`config.mk`:
```
export PLATFORM = sky130hd
export DESIGN_NAME = chrt_cell
export DESIGN_NICKNAME = d
export VERILOG_FILES = /design/src/hw/rtl/chrt_pkg.sv /design/src/hw/rtl/chrt_cell.sv
export SDC_FILE = /design/constraint.sdc
export NUM_CORES = 1
export LEC_CHECK = 0
export BUFFER_PORTS_ARGS = -buffer_cell sky130_fd_sc_hd__buf_2
export CAP_MARGIN = 10
export CORE_AREA = 3 3 126 128
export CTS_CLUSTER_DIAMETER = 40
export CTS_CLUSTER_SIZE = 25
export DETAILED_ROUTE_END_ITERATION = 10
export DIE_AREA = 0 0 129 131
export PLACE_DENSITY = 0.7
export SYNTH_ARGS = -nofsm -noshare
export SYNTH_HDL_FRONTEND = slang
export SYNTH_SLANG_ARGS = --single-unit
```
`constraint.sdc`:
```
create_clock -name clock -period 6 [get_ports clock]
set_input_delay 1.2 -clock clock [delete_from_list [all_inputs] [get_ports clock]]
set_output_delay 1.2 -clock clock [all_outputs]
set_load 0.02 [all_outputs]
```
`src/hw/rtl/chrt_pkg.sv`:
```
// Shared types, codes and elaboration helpers for the hash ring table.
`default_nettype none
package chrt_pkg;

   localparam int DEF_TABLE_DEPTH = 64;
   localparam int DEF_KEY_BITS    = 64;
   localparam int DEF_NODE_BITS   = 16;

   // fan-in of each level of the result collection tree
   localparam int TREE_FANIN = 8;

   localparam logic [1:0] CMD_LOOKUP = 2'd0;
   localparam logic [1:0] CMD_XFER   = 2'd1;
   localparam logic [1:0] CMD_INSERT = 2'd2;

   localparam logic [1:0] STAT_OK    = 2'd0;
   localparam logic [1:0] STAT_EMPTY = 2'd1;
   localparam logic [1:0] STAT_FULL  = 2'd2;
   localparam logic [1:0] STAT_DUP   = 2'd3;

   typedef struct packed {
      logic [1:0]  cmd;
      logic [63:0] key_id;
      logic [15:0] owner_node;
   } req_type;

   typedef struct packed {
      logic [1:0]  status;
      logic [15:0] found_owner;
      logic [63:0] successor_key;
      logic        must_transfer;
   } rsp_type;

   typedef struct packed {
      logic cmp_en;   // latch compare flags
      logic ins_en;   // shift up and take the new entry
      logic none_le;  // no stored key at or below the search key
   } cell_ctl_type;

   // number of nodes at a level of the collection tree, level 0 being the leaves
   function automatic int lvl_width(input int depth, input int level);
      int w;
      w = depth;
      for (int m = 0; m < level; m++) w = (w + TREE_FANIN - 1) / TREE_FANIN;
      return w;
   endfunction

   function automatic int tree_levels(input int depth);
      int w;
      int lv;
      w  = depth;
      lv = 0;
      while (w > 1) begin
         w  = (w + TREE_FANIN - 1) / TREE_FANIN;
         lv = lv + 1;
      end
      if (lv == 0) lv = 1;
      return lv;
   endfunction

   // first flat node index of a registered level (levels from 1)
   function automatic int tree_offset(input int depth, input int level);
      int off;
      off = 0;
      for (int m = 1; m < level; m++) off = off + lvl_width(depth, m);
      return off;
   endfunction

endpackage
`default_nettype wire

```
`src/hw/rtl/chrt_cell.sv`:
```
// One ring entry: stored key and owner, compare flags and selection of its result.
`default_nettype none
module chrt_cell #(
   parameter int KEY_BITS  = chrt_pkg::DEF_KEY_BITS,
   parameter int NODE_BITS = chrt_pkg::DEF_NODE_BITS
) (
   input  wire                         clock,
   input  wire                         reset,
   input  chrt_pkg::cell_ctl_type      ctl,
   input  wire  [KEY_BITS-1:0]         key_in,
   input  wire  [NODE_BITS-1:0]        own_in,
   input  wire                         occ,
   input  wire                         occ_next,
   input  wire                         le_next,
   input  wire  [KEY_BITS-1:0]         prev_key,
   input  wire  [NODE_BITS-1:0]        prev_own,
   input  wire                         prev_le,
   input  wire                         wrap_sel,
   output logic [KEY_BITS-1:0]         cell_key,
   output logic [NODE_BITS-1:0]        cell_own,
   output logic                        cell_le,
   output logic                        cell_eq,
   output logic [NODE_BITS+KEY_BITS-1:0] leaf
);
   import chrt_pkg::*;

   logic [KEY_BITS-1:0]  key_ff;
   logic [KEY_BITS-1:0]  key_in_sel;
   logic [NODE_BITS-1:0] own_ff;
   logic [NODE_BITS-1:0] own_in_sel;
   logic                 le_ff, le_in;
   logic                 eq_ff, eq_in;
   logic                 pred_sel, succ_sel;

   assign le_in = occ && (key_ff <= key_in);
   assign eq_in = occ && (key_ff == key_in);

   always_ff @(posedge clock) begin
      if (reset) begin
         le_ff <= 1'b0;
         eq_ff <= 1'b0;
      end else if (ctl.cmp_en) begin
         le_ff <= le_in;
         eq_ff <= eq_in;
      end
   end

   // the first cell above the search key takes the new entry, the rest take their neighbour's
   assign key_in_sel = prev_le ? key_in : prev_key;
   assign own_in_sel = prev_le ? own_in : prev_own;

   always_ff @(posedge clock) begin
      if (ctl.ins_en && !le_ff) begin
         key_ff <= key_in_sel;
         own_ff <= own_in_sel;
      end
   end

   // predecessor is the last entry at or below the key, or the last entry when none is
   assign pred_sel = ctl.none_le ? (occ && !occ_next) : (le_ff && !le_next);
   assign succ_sel = (occ && !le_ff && prev_le) || wrap_sel;

   assign leaf     = {own_ff & {NODE_BITS{pred_sel}}, key_ff & {KEY_BITS{succ_sel}}};
   assign cell_key = key_ff;
   assign cell_own = own_ff;
   assign cell_le  = le_ff;
   assign cell_eq  = eq_ff;

endmodule
`default_nettype wire

```
==> flow_metrics.env <==
export IMPL_seq_area_frac_synth_pct=43.7
export IMPL_worstReg2RegStart="cell_key[14]$_DFFE_PP_"
export IMPL_max_freq_mhz=247
export IMPL_routed_wl_mm=16.4
export IMPL_ios=332
export IMPL_critical_path_class="primary input to primary output"
export IMPL_drt_wirelength_per_cell_um=16.0
export IMPL_start_util_pct=37.3
export IMPL_power_frac_clock_pct=30.7
export IMPL_htreeDepth=3
export IMPL_clkTransAtPathRegs_ns=0.06
export IMPL_combinationalPowerShare_pct=27.1
export IMPL_drv_slew=0
export IMPL_place_ws_ns=1.92
export IMPL_io_buffer_count=331
export IMPL_maxSlewHeadroom_pct=40.2
export IMPL_p_leak_uw=0.00392
export IMPL_hold_path_class="flip-flop to flip-flop"
export IMPL_period_share_pct=67.3
export IMPL_reg2reg_to="cell_le$_SDFFE_PP0P_"
export IMPL_vias=4880
export IMPL_cts_max_path_buffers=2
export IMPL_insertion_delay_ns=0.33
export IMPL_fin_ws_ns=1.96
export IMPL_fp_dieArea_um2=16900
export IMPL_antenna_found_initial=1
export IMPL_crit_path_max_incr_delay_ns=0.50
export IMPL_dp_final_hpwl_mm=13.2
export IMPL_power_density_nw_per_um2=220
export IMPL_power_frac_seq_pct=42.2
export IMPL_drt_initial_drc_count=141
export IMPL_hold_viol=0
export IMPL_hold_path_startpoint="cell_eq$_SDFFE_PP0P_"
export IMPL_cp_required_ns=4.80
export IMPL_grtUsageTotal_pct=18.3
export IMPL_cap_viol_max_count=0
export IMPL_gp_congestion=0.800
export IMPL_grt_pass1_wl_mm=23.9
export IMPL_ir_drop_mv=0.121
export IMPL_intPower_uw=1170
export IMPL_fin_nets=1063
export IMPL_power_uw=1700
export IMPL_die_h_um=131
export IMPL_min_path_cells=2
export IMPL_tritoncts="built"
export IMPL_status="complete, no violations"
export IMPL_post_drt_via_cell_ratio=4.77
export IMPL_yosys_warnings=0
export IMPL_cp_start_kind="primary input"
export IMPL_finClkSkew_ns=0.00479
export IMPL_finalCriticalPeriod_ns=4.04
export IMPL_drive_above_1_share_pct=51.9
export IMPL_ant_nets=0
export IMPL_end_kind="primary output"
export IMPL_reg2reg_depth=7
export IMPL_swShare_pct=31.4
export IMPL_regToRegSetupSlack_ns=3.65
export IMPL_synth_seq_cells=82
export IMPL_cts_buffers=9
export IMPL_rows=45
export IMPL_cts_hold_buf=0
export IMPL_grt_overflow_total=0
export IMPL_cts_root_buf="clkbuf_16"
export IMPL_synth_nets=733
export IMPL_cp_common_cell="buf_4"
export IMPL_worstMarginPinSlew_ns=0.897
export IMPL_min_to="cell_eq$_SDFFE_PP0P_"
export IMPL_rsz0062_at_grt="no"
export IMPL_setup_viol=0
export IMPL_switchingPower_uw=534
export IMPL_syn_area_um2=5580
export IMPL_core_area_um2=15000
export IMPL_setup_tns_final_ns=0
export IMPL_crit_path_cell_trace="buf_4, a31oi_4, buf_4, and2b_1, buf_2"
export IMPL_avgSynthCellArea_um2=11.2
export IMPL_cp_arrival_ns=2.84
export IMPL_die_width_um=129
export IMPL_grt_max_degree=66
export IMPL_grt_pass1_vias=4737
export IMPL_antenna_cells=0
export IMPL_hold_ws_ns=0.489
export IMPL_post_cts_setup_buffer_count=0
export IMPL_yosysUniqueCellTypes=33
export IMPL_area_delta_synth_final_pct=38.7
export IMPL_post_cts_resized=0
export IMPL_synthCells=499
export IMPL_cts_sinks=82
export IMPL_cp_slowest_cell="buf_4"
export IMPL_n_fill_cell=1370
export IMPL_drc=0
export IMPL_path_max_fanout=50
export IMPL_drt_first_pass_iters=4
==> placed cells by master, fill, tap and decap left out, types with 2 or more instances in the layout <==
cell type,count
nor4_1,3
o31ai_1,2
nor2b_1,44
clkbuf_16,9
mux2_2,80
nor3_1,3
and2_1,16
o21ai_0,8
nand4_1,10
a21o_1,4
nand2_1,18
a21oi_1,28
buf_4,5
a221o_1,2
clkinvlp_4,3
and2b_1,20
nand3_1,8
dfxtp_1,2
ha_1,64
nor2_1,10
a221oi_1,2
inv_1,67
inv_6,2
edfxtp_1,80
buf_2,330
==> through the flow <==
stage	util [%]	instances	cell area [um^2]
2_1_floorplan	-	499	5580
3_3_place_gp	49.8	1006	7460
3_5_place_dp	49.8	1006	7460
4_1_cts	51.7	1022	7740
5_1_grt	51.7	1022	7740
6_report	51.7	1022	7740
==> cell usage after synthesis <==
| library cell | instances | area [um^2] |
|---|---|---|
| edfxtp_1 | 80 | 2400 |
| mux2_2 | 80 | 901 |
| inv_1 | 67 | 251 |
| ha_1 | 64 | 801 |
| nor2b_1 | 45 | 282 |
| a21oi_1 | 28 | 140 |
| and2b_1 | 20 | 150 |
| nand2_1 | 18 | 67.6 |
| and2_1 | 16 | 100 |
| clkbuf_1 | 15 | 56.3 |
| nand4_1 | 10 | 62.6 |
| nor2_1 | 10 | 37.5 |
| nand3_1 | 8 | 40.0 |
| o21ai_0 | 8 | 40.0 |
| a21o_1 | 4 | 30.0 |
| nor3_1 | 3 | 15.0 |
| nor4_1 | 3 | 18.8 |
| a221o_1 | 2 | 20.0 |
| a221oi_1 | 2 | 17.5 |
| dfxtp_1 | 2 | 40.0 |
| o31ai_1 | 2 | 15.0 |
| a211oi_1 | 1 | 7.51 |
| a21boi_0 | 1 | 7.51 |
| a22o_1 | 1 | 8.76 |
| a31oi_1 | 1 | 6.26 |
| and4_1 | 1 | 8.76 |
| buf_6 | 1 | 11.3 |
| nand3b_1 | 1 | 7.51 |
| o211ai_1 | 1 | 7.51 |
| o21a_1 | 1 | 7.51 |
| o21ai_1 | 1 | 5.00 |
| o221ai_1 | 1 | 8.76 |
| o32ai_1 | 1 | 8.76 |
==> critical path: cells and delay by family <==
kind / cells / cell delay, ns
compound gates: 1 / 0.44
simple gates: 1 / 0.25
buf+inv: 3 / 0.87
==> power by group through the flow <==
stage / logic (uW) / registers (uW) / clock network [uW]
6_report: 462 / 718 / 522
5_1_grt: 515 / 724 / 564
4_1_cts: 468 / 719 / 540
3_5_place_dp: 466 / 731 / 0
3_3_place_gp: 459 / 731 / 0
2_1_floorplan: 236 / 777 / 0
==> cell type report <==
type	instances	area (um^2)	area share, %
Multi-Input combinational cell	334	2840	36.7
Sequential cell	82	2440	31.6
Timing Repair Buffer	335	1690	21.8
Inverter	67	251	3.25
Tap cell	188	235	3.04
Clock buffer	9	225	2.91
Clock inverter	7	53.8	0.695
==> flip-flops by register name (all words and copies together), names as in the netlist <==
name,count
cell_eq,1
cell_key,64
cell_le,1
cell_own,16
==> worst max-delay path by stage <==
stage | start | endpoint
2_1_floorplan | ctl[1] | cell_key[0]$_DFFE_PP_
3_3_place_gp | prev_le | leaf[57]
3_5_place_dp | prev_le | leaf[37]
4_1_cts | prev_le | leaf[37]
5_1_grt | prev_le | leaf[44]
6_report | prev_le | leaf[37]
==> metal layers <==
| metal | vias to the layer above | global-route usage (%) | share of wire, % |
|---|---|---|---|
| met2 | 192 | 32.6 | 51 |
| met5 | - | 0 | 0.073 |
| met4 | 2 | 5.50 | 1.4 |
| met3 | 18 | 4.23 | 7.4 |
| li1 | 2434 | - | - |
| met1 | 2234 | 22.1 | 40 |
==> logic make-up after synthesis <==
| logic type | count (synthesis) | synth area share [%] |
|---|---|---|
| AO/OA/AOI/OAI | 55 | 5.92 |
| adder cells (fa/ha/maj) | 64 | 14.3 |
| buffers and inverters | 83 | 5.71 |
| flip-flops | 82 | 43.7 |
| multiplexers | 80 | 16.1 |
| AND/OR/NAND/NOR | 135 | 14.1 |
(Power assumes the default switching activity.)
